===== src/hdl/csep_pkg.sv =====
// ----------------------------------------------------------------------------
// csep_pkg
// Shared constants, types and helpers of the coefficient sign / Exp-Golomb
// packer.
// ----------------------------------------------------------------------------
package csep_pkg;

  localparam int MAX_COEFFS  = 64;
  localparam int COEFF_AW    = $clog2(MAX_COEFFS);
  localparam int CNT_W       = COEFF_AW + 1;
  localparam int STORE_AW    = COEFF_AW + 1;   // bank bit plus entry index
  localparam int STORE_DEPTH = 2 * MAX_COEFFS;

  localparam int QUEUE_DEPTH = 4;
  localparam int QUEUE_AW    = $clog2(QUEUE_DEPTH);

  // Bit buffer: up to 23 held bits plus one 15-bit code.
  localparam int BUF_W  = 38;
  localparam int FILL_W = 6;

  localparam logic [7:0] MAG_SAT = 8'd254;

  localparam logic CMD_HEADER = 1'b0;
  localparam logic CMD_COEFF  = 1'b1;

  // One unit of back-end work: a short bit field, then ncodes stored codes.
  typedef struct packed {
    logic [7:0]       bits;
    logic [3:0]       len;
    logic [CNT_W-1:0] ncodes;
    logic             bank;
  } csep_job_t;

  typedef struct packed {
    logic                en;
    logic [STORE_AW-1:0] addr;
    logic [7:0]          data;
  } csep_wr_t;

  typedef enum logic [2:0] {
    BK_IDLE,
    BK_HEAD,
    BK_READ,
    BK_CODE,
    BK_FLUSH
  } csep_bk_state_t;

  // floor(log2(code)) for a nonzero 8-bit code
  function automatic logic [2:0] eg_prefix(input logic [7:0] code);
    logic [2:0] p;
    p = '0;
    for (int i = 0; i < 8; i++) begin
      if (code[i]) p = 3'(i);
    end
    return p;
  endfunction

endpackage


===== src/hdl/csep_coeff_if.sv =====
// ----------------------------------------------------------------------------
// csep_coeff_if
// Input channel: header fields and coefficients, valid/ready handshake.
// ----------------------------------------------------------------------------
interface csep_coeff_if;
  logic              valid;
  logic              ready;
  logic              cmd;
  logic signed [8:0] value;
  logic [3:0]        field_bits;
  logic              block_last;

  modport source (output valid, cmd, value, field_bits, block_last, input ready);
  modport sink   (input valid, cmd, value, field_bits, block_last, output ready);
endinterface


===== src/hdl/csep_stream_if.sv =====
// ----------------------------------------------------------------------------
// csep_stream_if
// Output channel: one or two completed stream bytes per beat.
// ----------------------------------------------------------------------------
interface csep_stream_if;
  logic       valid;
  logic       ready;
  logic [7:0] first_byte;
  logic [7:0] second_byte;
  logic [1:0] byte_count;
  logic       run_last;

  modport source (output valid, first_byte, second_byte, byte_count, run_last,
                  input ready);
  modport sink   (input valid, first_byte, second_byte, byte_count, run_last,
                  output ready);
endinterface


===== src/hdl/coeff_sign_expgolomb_packer_top.sv =====
// ----------------------------------------------------------------------------
// coeff_sign_expgolomb_packer_top
// MSB-first entropy packer for quantized coefficient blocks.
// ----------------------------------------------------------------------------
// Usage and timing: each beat on coeff is a header field (cmd 0, low
// field_bits bits of value, clamped to eight) or a coefficient (cmd 1),
// whose sign bit goes to the stream at once and whose magnitude, saturated
// to 254, is stored. The coefficient with block_last set makes the block's
// stored magnitudes go out, in arrival order, as order-0 Exp-Golomb codes of
// magnitude+1. Completed bytes leave on stream two per beat; the last beat
// caused by an input has run_last set and may carry a single byte. An input
// that completes no byte gives no beat. The partial byte carries over from
// one input to the next. Rate: the front end takes one item per cycle while
// its four-entry job queue has room; coefficients stall while two finished
// blocks wait on the packer (one magnitude bank each). The packer handles a
// header or plain coefficient by dequeue, append and flush, and each stored
// magnitude on block end by a registered store read, then an append. It sends
// an output beat from the flush step, or whenever 24 or more bits are pending
// and the output register is free; appends wait meanwhile. The packer takes
// one job at a time, so once the queue fills, the front end waits on it.
// ----------------------------------------------------------------------------
module coeff_sign_expgolomb_packer_top (
  input  logic           clk,
  input  logic           rst,
  csep_coeff_if.sink     coeff,
  csep_stream_if.source  stream
);
  import csep_pkg::*;

  // front end to queue
  logic                q_not_full;
  logic                push;
  csep_job_t           push_job;
  csep_wr_t            wr;

  // queue to packer
  logic                q_empty;
  logic                pop;
  csep_job_t           head_job;

  // packer to store and front end
  logic [STORE_AW-1:0] rd_addr;
  logic [7:0]          rd_data;
  logic                blk_done;

  // Classify items, write magnitudes, queue one job per item.
  csep_front u_front (
    .clk        (clk),
    .rst        (rst),
    .coeff      (coeff),
    .q_not_full (q_not_full),
    .push       (push),
    .push_job   (push_job),
    .wr         (wr),
    .blk_done   (blk_done)
  );

  // Decouple the two sides so each may stall on its own.
  csep_queue u_queue (
    .clk      (clk),
    .rst      (rst),
    .push     (push),
    .push_job (push_job),
    .not_full (q_not_full),
    .pop      (pop),
    .head_job (head_job),
    .empty    (q_empty)
  );

  // Two banks: the front end fills one block while the packer codes another.
  csep_store u_store (
    .clk     (clk),
    .wr      (wr),
    .rd_addr (rd_addr),
    .rd_data (rd_data)
  );

  // Append bits, emit one or two bytes per beat through the output register.
  csep_back u_back (
    .clk      (clk),
    .rst      (rst),
    .q_empty  (q_empty),
    .head_job (head_job),
    .pop      (pop),
    .rd_addr  (rd_addr),
    .rd_data  (rd_data),
    .blk_done (blk_done),
    .stream   (stream)
  );
endmodule


===== src/hdl/csep_store.sv =====
// ----------------------------------------------------------------------------
// csep_store
// Two-bank magnitude memory: one write port, one registered read port.
// ----------------------------------------------------------------------------
module csep_store (
  input  logic                          clk,
  input  csep_pkg::csep_wr_t            wr,
  input  logic [csep_pkg::STORE_AW-1:0] rd_addr,
  output logic [7:0]                    rd_data
);
  import csep_pkg::*;

  logic [7:0] mem [STORE_DEPTH];

  always_ff @(posedge clk) begin
    if (wr.en) begin
      mem[wr.addr] <= wr.data;
    end
    rd_data <= mem[rd_addr];
  end
endmodule


===== src/hdl/csep_queue.sv =====
// ----------------------------------------------------------------------------
// csep_queue
// Short job queue between the front end and the bit packer.
// ----------------------------------------------------------------------------
module csep_queue (
  input  logic                clk,
  input  logic                rst,
  input  logic                push,
  input  csep_pkg::csep_job_t push_job,
  output logic                not_full,
  input  logic                pop,
  output csep_pkg::csep_job_t head_job,
  output logic                empty
);
  import csep_pkg::*;

  csep_job_t             entry [QUEUE_DEPTH];
  logic [QUEUE_AW-1:0]   wr_ptr;
  logic [QUEUE_AW-1:0]   rd_ptr;
  logic [QUEUE_AW:0]     fill;

  assign not_full = (fill != (QUEUE_AW + 1)'(QUEUE_DEPTH));
  assign empty    = (fill == '0);
  assign head_job = entry[rd_ptr];

  always_ff @(posedge clk) begin
    if (push) begin
      entry[wr_ptr] <= push_job;
    end
  end

  always_ff @(posedge clk) begin
    if (rst) begin
      wr_ptr <= '0;
      rd_ptr <= '0;
      fill   <= '0;
    end else begin
      if (push) wr_ptr <= wr_ptr + 1'b1;
      if (pop)  rd_ptr <= rd_ptr + 1'b1;
      fill <= fill + (QUEUE_AW + 1)'(push) - (QUEUE_AW + 1)'(pop);
    end
  end
endmodule


===== src/hdl/csep_front.sv =====
// ----------------------------------------------------------------------------
// csep_front
// Accepts items, stores coefficient magnitudes and queues bit jobs.
// ----------------------------------------------------------------------------
module csep_front (
  input  logic                clk,
  input  logic                rst,
  csep_coeff_if.sink          coeff,
  input  logic                q_not_full,
  output logic                push,
  output csep_pkg::csep_job_t push_job,
  output csep_pkg::csep_wr_t  wr,
  input  logic                blk_done
);
  import csep_pkg::*;

  logic [CNT_W-1:0] coeff_count;
  logic             wbank;
  logic [1:0]       pending;

  logic             is_coeff;
  logic             neg;
  logic [9:0]       mag_wide;
  logic [7:0]       mag;
  logic             has_room;
  logic [3:0]       hdr_len;
  logic [15:0]      hdr_shift;
  logic [7:0]       hdr_bits;
  logic             blk_push;
  logic [CNT_W-1:0] block_codes;

  assign is_coeff = (coeff.cmd == CMD_COEFF);

  // Hold coefficients while both banks wait on the packer.
  assign coeff.ready = q_not_full && (!is_coeff || pending != 2'd2);
  assign push        = coeff.valid && coeff.ready;

  assign neg      = coeff.value[8];
  assign mag_wide = neg ? (10'd0 - {coeff.value[8], coeff.value}) : {1'b0, coeff.value};
  assign mag      = (mag_wide > {2'b00, MAG_SAT}) ? MAG_SAT : mag_wide[7:0];
  assign has_room = (coeff_count < CNT_W'(MAX_COEFFS));

  assign hdr_len   = (coeff.field_bits > 4'd8) ? 4'd8 : coeff.field_bits;
  assign hdr_shift = 16'h00FF << hdr_len;
  assign hdr_bits  = coeff.value[7:0] & ~hdr_shift[7:0];

  assign blk_push    = push && is_coeff && coeff.block_last;
  assign block_codes = coeff_count + CNT_W'(has_room);

  always_comb begin
    push_job.bank = wbank;
    if (is_coeff) begin
      push_job.bits   = {7'd0, neg};
      push_job.len    = 4'd1;
      push_job.ncodes = coeff.block_last ? block_codes : '0;
    end else begin
      push_job.bits   = hdr_bits;
      push_job.len    = hdr_len;
      push_job.ncodes = '0;
    end
  end

  assign wr.en   = push && is_coeff && has_room;
  assign wr.addr = {wbank, coeff_count[COEFF_AW-1:0]};
  assign wr.data = mag;

  always_ff @(posedge clk) begin
    if (rst) begin
      coeff_count <= '0;
      wbank       <= 1'b0;
      pending     <= '0;
    end else begin
      if (blk_push) begin
        coeff_count <= '0;
        wbank       <= ~wbank;
      end else if (wr.en) begin
        coeff_count <= coeff_count + 1'b1;
      end
      pending <= pending + 2'(blk_push) - 2'(blk_done);
    end
  end
endmodule


===== src/hdl/csep_back.sv =====
// ----------------------------------------------------------------------------
// csep_back
// Bit packer: appends fields and Exp-Golomb codes, emits bytes in pairs or singly.
// ----------------------------------------------------------------------------
module csep_back (
  input  logic                          clk,
  input  logic                          rst,
  input  logic                          q_empty,
  input  csep_pkg::csep_job_t           head_job,
  output logic                          pop,
  output logic [csep_pkg::STORE_AW-1:0] rd_addr,
  input  logic [7:0]                    rd_data,
  output logic                          blk_done,
  csep_stream_if.source                 stream
);
  import csep_pkg::*;

  csep_bk_state_t    state;
  csep_bk_state_t    state_next;
  csep_job_t         job;
  logic [CNT_W-1:0]  idx;
  logic [BUF_W-1:0]  bit_buf;
  logic [FILL_W-1:0] nfill;

  logic              out_valid;
  logic [7:0]        out_first;
  logic [7:0]        out_second;
  logic [1:0]        out_count;
  logic              out_last;

  logic              out_free;
  logic              room;
  logic              append_en;
  logic [14:0]       app_val;
  logic [3:0]        app_len;
  logic              emit_en;
  logic              emit_two;
  logic              emit_last;
  logic              job_done;
  logic [7:0]        code;
  logic [2:0]        prefix;
  logic              last_code;
  logic [FILL_W-1:0] sh;
  logic [BUF_W-1:0]  window;

  assign out_free  = !out_valid || stream.ready;
  assign room      = (nfill < FILL_W'(24));
  assign code      = rd_data + 8'd1;
  assign prefix    = eg_prefix(code);
  assign last_code = ((idx + 1'b1) == job.ncodes);
  assign rd_addr   = {job.bank, idx[COEFF_AW-1:0]};

  always_comb begin
    state_next = state;
    unique case (state)
      BK_IDLE:  if (!q_empty) state_next = BK_HEAD;
      BK_HEAD:  if (room) state_next = (job.ncodes != '0) ? BK_READ : BK_FLUSH;
      BK_READ:  state_next = BK_CODE;
      BK_CODE:  if (room) state_next = last_code ? BK_FLUSH : BK_READ;
      BK_FLUSH: if (nfill < FILL_W'(8)) state_next = BK_IDLE;
      default:  state_next = BK_IDLE;
    endcase
  end

  always_comb begin
    pop       = 1'b0;
    append_en = 1'b0;
    app_val   = '0;
    app_len   = '0;
    emit_en   = out_free && !room;
    job_done  = 1'b0;
    unique case (state)
      BK_IDLE:  pop = !q_empty;
      BK_HEAD: begin
        append_en = room;
        app_val   = 15'(job.bits);
        app_len   = job.len;
      end
      BK_READ:  ;
      BK_CODE: begin
        append_en = room;
        app_val   = 15'(code);
        app_len   = {prefix, 1'b1};
      end
      BK_FLUSH: begin
        emit_en  = out_free && (nfill >= FILL_W'(8));
        job_done = (nfill < FILL_W'(8));
      end
      default:  ;
    endcase
  end

  // Hold back a pair until a third byte or the job's end shows it is final.
  assign emit_two  = (state != BK_FLUSH) || (nfill >= FILL_W'(16));
  assign emit_last = (state == BK_FLUSH) &&
                     (!emit_two || nfill < FILL_W'(24));
  assign sh        = nfill - (emit_two ? FILL_W'(16) : FILL_W'(8));
  assign window    = bit_buf >> sh;
  assign blk_done  = job_done && (job.ncodes != '0);

  always_ff @(posedge clk) begin
    if (pop) job <= head_job;
    if (append_en) bit_buf <= (bit_buf << app_len) | BUF_W'(app_val);
    if (emit_en) begin
      out_first  <= emit_two ? window[15:8] : window[7:0];
      out_second <= emit_two ? window[7:0]  : 8'd0;
      out_count  <= emit_two ? 2'd2 : 2'd1;
      out_last   <= emit_last;
    end
  end

  always_ff @(posedge clk) begin
    if (rst) begin
      state     <= BK_IDLE;
      idx       <= '0;
      nfill     <= '0;
      out_valid <= 1'b0;
    end else begin
      state <= state_next;
      if (pop) begin
        idx <= '0;
      end else if (state == BK_CODE && append_en) begin
        idx <= idx + 1'b1;
      end
      if (append_en) begin
        nfill <= nfill + FILL_W'(app_len);
      end else if (emit_en) begin
        nfill <= sh;
      end
      if (emit_en) begin
        out_valid <= 1'b1;
      end else if (stream.ready) begin
        out_valid <= 1'b0;
      end
    end
  end

  assign stream.valid       = out_valid;
  assign stream.first_byte  = out_first;
  assign stream.second_byte = out_second;
  assign stream.byte_count  = out_count;
  assign stream.run_last    = out_last;
endmodule


===== src/flat_wrapper.sv =====
// flat-port wrapper written by rule: the top's interface ports become plain ports
module coeff_sign_expgolomb_packer_top_flat import csep_pkg::*;
  (clk, rst, coeff_valid, coeff_cmd, coeff_value, coeff_field_bits, coeff_block_last, coeff_ready, stream_valid, stream_first_byte, stream_second_byte, stream_byte_count, stream_run_last, stream_ready);
  csep_coeff_if coeff_i ();
  csep_stream_if stream_i ();
  input  logic clk;
  input  logic rst;
  input wire logic [$bits(coeff_i.valid)-1:0] coeff_valid;
  input wire logic [$bits(coeff_i.cmd)-1:0] coeff_cmd;
  input wire logic [$bits(coeff_i.value)-1:0] coeff_value;
  input wire logic [$bits(coeff_i.field_bits)-1:0] coeff_field_bits;
  input wire logic [$bits(coeff_i.block_last)-1:0] coeff_block_last;
  output wire logic [$bits(coeff_i.ready)-1:0] coeff_ready;
  output wire logic [$bits(stream_i.valid)-1:0] stream_valid;
  output wire logic [$bits(stream_i.first_byte)-1:0] stream_first_byte;
  output wire logic [$bits(stream_i.second_byte)-1:0] stream_second_byte;
  output wire logic [$bits(stream_i.byte_count)-1:0] stream_byte_count;
  output wire logic [$bits(stream_i.run_last)-1:0] stream_run_last;
  input wire logic [$bits(stream_i.ready)-1:0] stream_ready;
  assign coeff_i.valid = coeff_valid;
  assign coeff_i.cmd = coeff_cmd;
  assign coeff_i.value = coeff_value;
  assign coeff_i.field_bits = coeff_field_bits;
  assign coeff_i.block_last = coeff_block_last;
  assign coeff_ready = coeff_i.ready;
  assign stream_valid = stream_i.valid;
  assign stream_first_byte = stream_i.first_byte;
  assign stream_second_byte = stream_i.second_byte;
  assign stream_byte_count = stream_i.byte_count;
  assign stream_run_last = stream_i.run_last;
  assign stream_i.ready = stream_ready;
  coeff_sign_expgolomb_packer_top u_core (.clk(clk), .rst(rst), .coeff(coeff_i), .stream(stream_i));
endmodule

===== config.mk =====
export PLATFORM = sky130hd
export DESIGN_NAME = coeff_sign_expgolomb_packer_top_flat
export DESIGN_NICKNAME = d
export VERILOG_FILES = /design/src/hdl/csep_pkg.sv /design/src/hdl/csep_coeff_if.sv /design/src/hdl/csep_stream_if.sv /design/src/hdl/coeff_sign_expgolomb_packer_top.sv /design/src/hdl/csep_store.sv /design/src/hdl/csep_queue.sv /design/src/hdl/csep_front.sv /design/src/hdl/csep_back.sv /design/src/flat_wrapper.sv
export SDC_FILE = /design/constraint.sdc
export NUM_CORES = 1
export LEC_CHECK = 0
export BUFFER_PORTS_ARGS = -buffer_cell sky130_fd_sc_hd__buf_2
export CAP_MARGIN = 20
export CORE_MARGIN = 1
export CORE_UTILIZATION = 30
export CTS_BUF_LIST = sky130_fd_sc_hd__clkbuf_2 sky130_fd_sc_hd__clkbuf_4 sky130_fd_sc_hd__clkbuf_8
export CTS_CLUSTER_DIAMETER = 40
export CTS_CLUSTER_SIZE = 10
export DETAILED_ROUTE_END_ITERATION = 8
export GPL_TIMING_DRIVEN = 0
export PLACE_DENSITY_LB_ADDON = 0.08
export SLEW_MARGIN = 30
export SYNTH_ARGS = -nofsm -noshare
export SYNTH_HDL_FRONTEND = slang
export SYNTH_SLANG_ARGS = --single-unit
export TNS_END_PERCENT = 20

===== constraint.sdc =====
create_clock -name clk -period 14.2 [get_ports clk]
set_input_delay 0 -clock clk [delete_from_list [all_inputs] [get_ports clk]]
set_output_delay 0 -clock clk [all_outputs]
set_load 0.01 [all_outputs]

==> out/results.ini, run 1 <==
[run_status]
status=finished clean

[setup_path]
critPathLaunchType=flop
critical_path_arrival_ns=5.59
path_class=reg2reg
endpoint_kind=flop
r2r_cells=14
crit_fanout=11
critPathRequiredTime_ns=14.86

[grt]
grt.overflow.total=0
antenna_found_initial=8
grt_pass1_wl_mm=215
grt_pass1_vias=28700
grt_usage_pct=17.5
grt_max_degree=65

[floorplanning]
core-area_sq_um=170000
start_util_pct=30.3
rows=151
dieWidth_um=416
die-area_sq_um=173000
io_pins=40
dieHeight_um=416

[timing]
finalMaxSlewViolations=0
rsz0062_at_grt=no
relSlewSlack_pct=31.2
finalSetupTns_ns=0
min_period_over_period_pct=34.7
max_freq_mhz=203
max_slew.worst_pin.slew_ns=1.03
finClkSkew_ns=0.0595
worst_slack_ns=9.27
hold_viol_final=0
hold_slack_ns=0.0987
period_needed_ns=4.93
setup_violations=0

[clocking]
clock-sinks=1223
postCtsSetupBuffers=0
insertion_delay_ns=0.92
cts_buffer_depth=3
htreeDepth=4
clkTransAtPathRegs_ns=0.07
numCtsBuffers=206
ctsResizeCount=0
cts-root-buf=clkbuf_8
ctsHoldBuffers=24
cts_tree=done

[cells_and_area]
fillCellCount=15800
fin_util_pct=35.5
fin_cells=5442
area_growth_syn_to_layout_pct=17.1
final_nets=3082
multi_input_area_sq_um=14400
drive_above_1_share_pct=29.2
regArea_sq_um=36300
final_area_sq_um=60300

[logic_synthesis]
netlist_instances=2727
synth.distinct_cells=79
synth_area_sq_um=51500
synth_fp_nets=2768
ys_top_cells_by_area=edfxtp_1 69%, mux4_2 15%, mux2i_1 3.2%
synth_top_cell_by_area=edfxtp_1
ys.flop_type=edfxtp_1
ys_warn_count=0
yosysSeqAreaShare_pct=70.5
avgSynthCellArea_sq_um=18.9
synth_edf_count=1181
synth_top_area_share_pct=68.9
synth-seq-cells=1223
ys_async_sr_fraction_pct=0

[placed_design]
io_buffer_count=38
dp_cells=5026
placed_area_sq_um=55200
gp_congestion=0.811
hpwlAfterDp_mm=105
place_ws_ns=9.34

[route]
vias=27500
dr.pass1.iters=5
drt_iter0_drc=2249
wl_per_cell_um=27.9
drc=0
drt_wl_total_mm=152
drtAntennaViolNets=0
vias_per_cell=5.06

[power_and_ir_drop]
total_power_mw=10.5
powerDensity_nw_per_um2=174
power_leakage_nw=18.8
ir_drop_mv=0.0936

[worst_hold_path]
worstHoldPathCells=3
hp-class=in2reg

[job]
cap_violations=0

[logic make-up (layout without fill, tap and decap cells)]
logic type	count (synthesis)	after routing	synth area share, %
adder cells (fa/ha/maj)	22	22	0.578
flip-flops	1223	1223	70.5
XOR/XNOR	43	43	0.731
AO/OA/AOI/OAI	239	239	3.16
AND/OR/NAND/NOR	460	460	4.09
multiplexers	544	544	19.2
other	0	5	0
buffers and inverters	196	688	1.69
[final timing paths]
| check | from | endpoint | slack, ns |
|---|---|---|---|
| setup / recovery | u_core.u_back.state[0]$_SDFFE_PP0P_ | u_core.u_back.stream.first_byte[6]$_DFFE_PP_ | 9.27 |
| hold / removal | coeff_block_last | u_core.u_queue.entry[3][1]$_DFFE_PP_ | 0.1 |
| setup reg to reg | u_core.u_back.state[0]$_SDFFE_PP0P_ | u_core.u_back.stream.first_byte[6]$_DFFE_PP_ | 9.27 |
| hold reg to reg | u_core.u_front.wbank$_SDFFE_PP0P_ | u_core.u_queue.entry[0][0]$_DFFE_PP_ | 0.53 |
[layout by cell type (no fill, tap or decap), types with 15 or more instances in the layout]
master,count
clkbuf_4,27
o21ai_0,58
clkinv_4,19
o22ai_1,29
xnor2_1,20
nor3_1,19
o211ai_1,15
dfxtp_1,42
clkbuf_8,213
mux4_2,354
nor2b_1,16
dlygate4sd3_1,24
buf_1,15
clkbuf_1,65
bufinv_16,31
xor2_1,23
clkinv_1,24
nor2_1,210
nand3_1,30
a21oi_1,31
inv_1,25
buf_2,109
nand2_1,92
edfxtp_1,1181
mux2i_1,167
clkinvlp_4,22
ha_1,19
clkinv_2,31
inv_6,16
buf_4,19
mux2_2,22
nand2b_1,18
[layer usage]
layer  track usage, %  wire [um]  part of all wire (%)  vias up
met5                0          0                     0        -
met4             4.59       3250                   2.1        0
met3             2.90       6720                   4.4      226
met2             30.0      76700                    51      689
met1             22.8      65000                    43    14700
li1                 -          -                     -    11900
[power by group]
group	internal [mW]	switching [mW]	total [mW]
sequential	4.28	0.198	4.48
combinational	0.900	1.43	2.33
clock	2.08	1.58	3.67
total	7.26	3.21	10.5
[cells in the mapped netlist, types with 26 or more instances]
cell	n
dfxtp_1	42
clkbuf_1	77
o22ai_1	29
a21oi_1	31
inv_1	26
nor2_1	214
nand2_1	98
buf_2	53
mux4_2	354
mux2i_1	167
o21ai_0	58
edfxtp_1	1181
nand3_1	30
[worst max-delay path: stages, from the launching register on]
cell	delay, ns
dfxtp_1	0.30
clkbuf_1	0.18
or3b_2	0.59
or3_1	0.34
clkbuf_1	0.16
clkbuf_1	0.32
fa_1	0.59
clkbuf_1	0.34
clkbuf_1	0.43
clkbuf_1	0.37
clkbuf_1	0.41
nand3_1	0.12
o21ai_0	0.14
o21ai_0	0.21
o31ai_1	0.16
[area by class of cell]
| cell class | instances | area share [%] |
|---|---|---|
| multi-input combinational | 1308 | 23.9 |
| inverter | 31 | 0.201 |
| clock inverter | 146 | 2.84 |
| buffer | 165 | 1.27 |
| antenna | 5 | 0.0208 |
| clock buffer | 240 | 5.20 |
| timing repair buffer | 106 | 1.75 |
| tap | 2218 | 4.60 |
| sequential | 1223 | 60.2 |
[registers in the layout, indices dropped and copies added, names as in the netlist, 3 cells and up]
| name | cells |
|---|---|
| u_core.u_store.rd_data | 8 |
| u_core.u_back.bit_buf | 38 |
| u_core.u_back.nfill | 6 |
| u_core.u_back.job | 19 |
| u_core.u_store.mem | 1024 |
| u_core.u_front.coeff_count | 7 |
| u_core.u_back.state | 3 |
| u_core.u_back.idx | 7 |
| u_core.u_queue.entry | 80 |
| u_core.u_back.stream.second_byte | 8 |
| u_core.u_back.stream.first_byte | 8 |
| u_core.u_queue.fill | 3 |
Note: power is estimated with default switching activity, not from simulation.
==> run 2: changes to the inputs <==
Clock period 14.2 ns to 4.4 ns, I/O delays scaled along.
==> out/results.ini, run 2 (same netlist as run 1, synthesis figures left out) <==
[power_and_ir_drop]
power_frac_clock_pct=34.7
p_seq_share_pct=43.0
power_leakage_nw=18.8
switching_share_pct=31.0
comb_power_share_pct=22.3
p_int_mw=23.2
powerDensity_nw_per_um2=557
ir_drop_mv=0.323
p_sw_mw=10.4

[grt]
grt_pass1_wl_mm=216
antenna_found_initial=8
grt.overflow.total=0
grt_max_degree=64
grt_usage_pct=17.4
grt_pass1_vias=29000

[floorplanning]
io_pins=40
core-area_sq_um=170000
dieWidth_um=416
start_util_pct=30.3
die-area_sq_um=173000
dieHeight_um=416
rows=151

[timing]
period_needed_ns=4.26
rsz0062_at_grt=yes
setup_violations=0
finClkSkew_ns=0.0352
finalSetupTns_ns=0
max_freq_mhz=235
relSlewSlack_pct=30.9
min_period_over_period_pct=96.8
max_slew.worst_pin.slew_ns=1.03
finalMaxSlewViolations=0
worst_slack_ns=0.142
hold_viol_final=0

[setup_path]
path_class=reg2reg
r2r_slack_ns=0.14
critPathRequiredTime_ns=5.15
crit_buf_inv=3
critical_path_arrival_ns=5.01
cp_cell_sequence=buf_2 > clkbuf_1 > buf_1 > mux4_2 > mux2i_1 > a221oi_1 > o221ai_1 > nor3_1
endpoint_kind=flop
path_delay_family=buffers and inverters
critPathLaunchType=flop
slowest_delay_ns=0.75
cp_slowest_cell=clkbuf_1
crit_fanout=10

[placed_design]
hpwlAfterDp_mm=105
gp_congestion=0.818
placed_area_sq_um=55100
io_buffer_count=38
place_ws_ns=-0.402

[clocking]
numCtsBuffers=210
clkTransAtPathRegs_ns=0.07
htreeDepth=4
insertion_delay_ns=0.94
cts-root-buf=clkbuf_8
cts_tree=done
clock-sinks=1223
cts_buffer_depth=3

[route]
drt_wl_total_mm=150
vias=27500
drt_iter0_drc=2122
dr.pass1.iters=7
vias_per_cell=5.04
wl_per_cell_um=27.6
drc=0
drtAntennaViolNets=0

[cells_and_area]
max_flop_register=u_core.u_store.mem
final_cell_mix=1181 x edfxtp_1, 354 x mux4_2, 212 x clkbuf_8
final_common_cell=edfxtp_1
largest_reg_flops=1024
area_growth_syn_to_layout_pct=17.0
fin_util_pct=35.5
drive_above_1_share_pct=30.0
fillCellCount=15900
final_nets=3086
biggestRegsByFlops=u_core.u_store.mem: 1024 flops, u_core.u_queue.entry: 80 flops, u_core.u_back.bit_buf: 38 flops
final_area_sq_um=60300

[worst_hold_path]
hp-class=in2reg

[job]
cap_violations=0

[run_status]
status=finished clean

## run 2: power groups by stage
stage / Combinational, mW / Sequential [mW] / Clock, mW
detailed placement: 7.49 / 14.7 / 0
global placement: 7.34 / 14.8 / 0
CTS: 7.56 / 14.4 / 12.0
global route: 8.09 / 14.5 / 12.5
floorplan: 4.98 / 14.4 / 0
finish: 7.48 / 14.4 / 11.7
## run 2: worst register-to-register path: cells and delay by family (launching register included)
family          cells  cell delay (ns)
compound gates      2             0.71
buf+inv             3             1.92
flops               1             0.30
mux                 2             0.51
simple gates        1             0.63
## run 2: final cells by class
cell class,instances,area [sq um],share of cell area [%]
Inverter,31,125,0.208
Sequential cell,1223,36300,60.3
Tap cell,2218,2780,4.61
Buffer,162,776,1.29
Clock inverter,157,1700,2.82
Clock buffer,238,3110,5.16
Antenna cell,5,12.5,0.0208
Multi-Input combinational cell,1308,14400,23.9
Timing Repair Buffer,109,1040,1.73
## run 2: timing repair
action / CTS / global route
endpoints found under the hold margin: 586 / 0
endpoints found under the setup margin: 16 / 15
pin swaps: 0 / 1
buffers inserted: 0 / 5
hold buffers: 27 / 0
gates resized for setup: 7 / 6
## run 2: metal layers
| metal | routed length (um) | track usage, % | part of all wire, % |
|---|---|---|---|
| met1 | 64600 | 22.5 | 43 |
| met2 | 76400 | 30.1 | 51 |
| met3 | 6390 | 3.08 | 4.2 |
| met4 | 3110 | 4.43 | 2.1 |
| met5 | 0 | 0 | 0 |
## run 2: final timing paths
| kind | startpoint | to | cells after the start |
|---|---|---|---|
| hold / removal | coeff_value[7] | u_core.u_queue.entry[0][19]$_DFFE_PP_ | 3 |
| setup reg to reg | u_core.u_back.idx[2]$_SDFFE_PP0P_ | u_core.u_store.rd_data[7]$_DFF_P_ | 8 |
| hold reg to reg | u_core.u_front.wbank$_SDFFE_PP0P_ | u_core.u_queue.entry[3][0]$_DFFE_PP_ | 0 |
| setup / recovery | u_core.u_back.idx[2]$_SDFFE_PP0P_ | u_core.u_store.rd_data[7]$_DFF_P_ | 8 |
## run 2: stage by stage
stage / total power [mW] / instances / hold slack (ns)
floorplan: 19.4 / 2727 / 0.149
global placement: 22.2 / 4983 / 0.411
detailed placement: 22.2 / 5022 / 0.401
CTS: 34.0 / 5443 / 0.0123
global route: 35.0 / 5450 / 0.0354
finish: 33.6 / 5451 / 0.100
==> run 3: changes to the inputs <==
Clock period 4.4 ns to 4.2 ns, I/O delays scaled along.
==> out/results.ini, run 3 (same netlist as run 1, synthesis figures left out) <==
[run_status]
status=finished clean

[route]
wl_per_cell_um=27.6
drc=0
vias=27400
drtAntennaViolNets=0
drt_wl_total_mm=150
vias_per_cell=5.04
dr.pass1.iters=8
drt_iter0_drc=2071

[cells_and_area]
biggestRegsByFlops=u_core.u_store.mem: 1024 flops, u_core.u_queue.entry: 80 flops, u_core.u_back.bit_buf: 38 flops
largest_reg_flops=1024
fillCellCount=15900
final_common_cell=edfxtp_1
area_growth_syn_to_layout_pct=17.2
final_area_sq_um=60300
regArea_sq_um=36300
drive_above_1_share_pct=31.1
final_cell_mix=1181 x edfxtp_1, 354 x mux4_2, 212 x clkbuf_8
max_flop_register=u_core.u_store.mem
final_nets=3083
multi_input_area_sq_um=14500

[setup_path]
critPathRequiredTime_ns=4.76
endpoint_kind=flop
path_class=reg2reg
critPathLaunchType=flop
crit_path_frequent_cell=nor2_1
cp_cell_sequence=nor2_1 > a221o_1 > clkbuf_1 > nor2_1 > and2_1 > clkbuf_1 > nand4b_1 > buf_6 > clkbuf_2 > nor2_1
r2r_slack_ns=0.04
slowest_delay_ns=0.85
crit_buf_inv=4
crit_fanout=10
cp_slowest_cell=nor2_1
path_delay_family=simple AND/OR/NAND/NOR gates
critical_path_arrival_ns=4.72

[placed_design]
io_buffer_count=38
hpwlAfterDp_mm=105
placed_area_sq_um=55100
gp_congestion=0.818

[clocking]
cts_tree=done
htreeDepth=4
clkTransAtPathRegs_ns=0.07
cts_buffer_depth=3
numCtsBuffers=210
insertion_delay_ns=0.94
clock-sinks=1223
cts-root-buf=clkbuf_8

[timing]
finClkSkew_ns=0.0355
max_freq_mhz=240
max_slew.worst_pin.slew_ns=1.02
setup_violations=0
rsz0062_at_grt=yes
relSlewSlack_pct=32.0
period_needed_ns=4.16
hold_viol_final=0
hold_slack_ns=0.120
min_period_over_period_pct=99.1
finalMaxSlewViolations=0
finalSetupTns_ns=0

[grt]
antenna_found_initial=8
grt_max_degree=64
grt.overflow.total=0
grt_pass1_vias=29000
grt_usage_pct=17.4
grt_pass1_wl_mm=216

[job]
cap_violations=0

[floorplanning]
start_util_pct=30.3
io_pins=40
core-area_sq_um=170000
dieHeight_um=416
rows=151
dieWidth_um=416
die-area_sq_um=173000

[power_and_ir_drop]
total_power_mw=35.2
powerDensity_nw_per_um2=583
power_leakage_nw=18.8
ir_drop_mv=0.338

[worst_hold_path]
hp-class=in2reg

run 3: through the flow:
step / utilization (%) / setup slack [ns] / cells
floorplan: - / -0.197 / 2727
global placement: 32.1 / -5.36 / 4983
detailed placement: 32.4 / -0.602 / 5022
CTS: 35.4 / -0.0183 / 5443
global route: 35.5 / -0.168 / 5447
finish: 35.5 / 0.0378 / 5447
run 3: cell type report:
| class | instances | area share (%) |
|---|---|---|
| sequential | 1223 | 60.2 |
| antenna | 4 | 0.0166 |
| clock buffer | 238 | 5.15 |
| timing repair buffer | 106 | 1.69 |
| tap | 2218 | 4.60 |
| multi-input combinational | 1308 | 24.1 |
| inverter | 31 | 0.203 |
| clock inverter | 157 | 2.82 |
| buffer | 162 | 1.30 |
run 3: report_power, final:
group          internal, mW  switching, mW
combinational          3.07           4.76
clock                  6.72           5.49
sequential             14.5          0.672
total                  24.3           10.9
run 3: final timing paths:
path	start	to	depth (start not counted)
setup / recovery	u_core.u_queue.fill[1]$_SDFF_PP0_	u_core.u_store.mem[51][2]$_DFFE_PP_	10
hold / removal	coeff_value[7]	u_core.u_queue.entry[0][19]$_DFFE_PP_	3
hold reg to reg	u_core.u_front.wbank$_SDFFE_PP0P_	u_core.u_queue.entry[3][0]$_DFFE_PP_	0
setup reg to reg	u_core.u_queue.fill[1]$_SDFF_PP0_	u_core.u_store.mem[51][2]$_DFFE_PP_	10
run 3: per-layer routing:
layer,vias up,track usage (%),share of wire (%),wire length (um)
met5,-,0,0,0
met2,722,30.1,51,76300
met3,205,3.08,4.5,6770
li1,11900,-,-,-
met1,14600,22.5,43,64200
met4,0,4.43,2.1,3110
run 3: worst min-delay path, stage by stage:
cell and delay (ns):
dlygate4sd3_1 0.52, buf_2 0.16, and2_1 0.22
run 3: timing repair:
item                                    CTS  global route
gates resized for setup                  15            41
hold buffers                             27             0
endpoints found under the hold margin   586             0
buffers inserted                          0             2
endpoints found under the setup margin   24           361
pin swaps                                 0             1
cloned                                    0             0
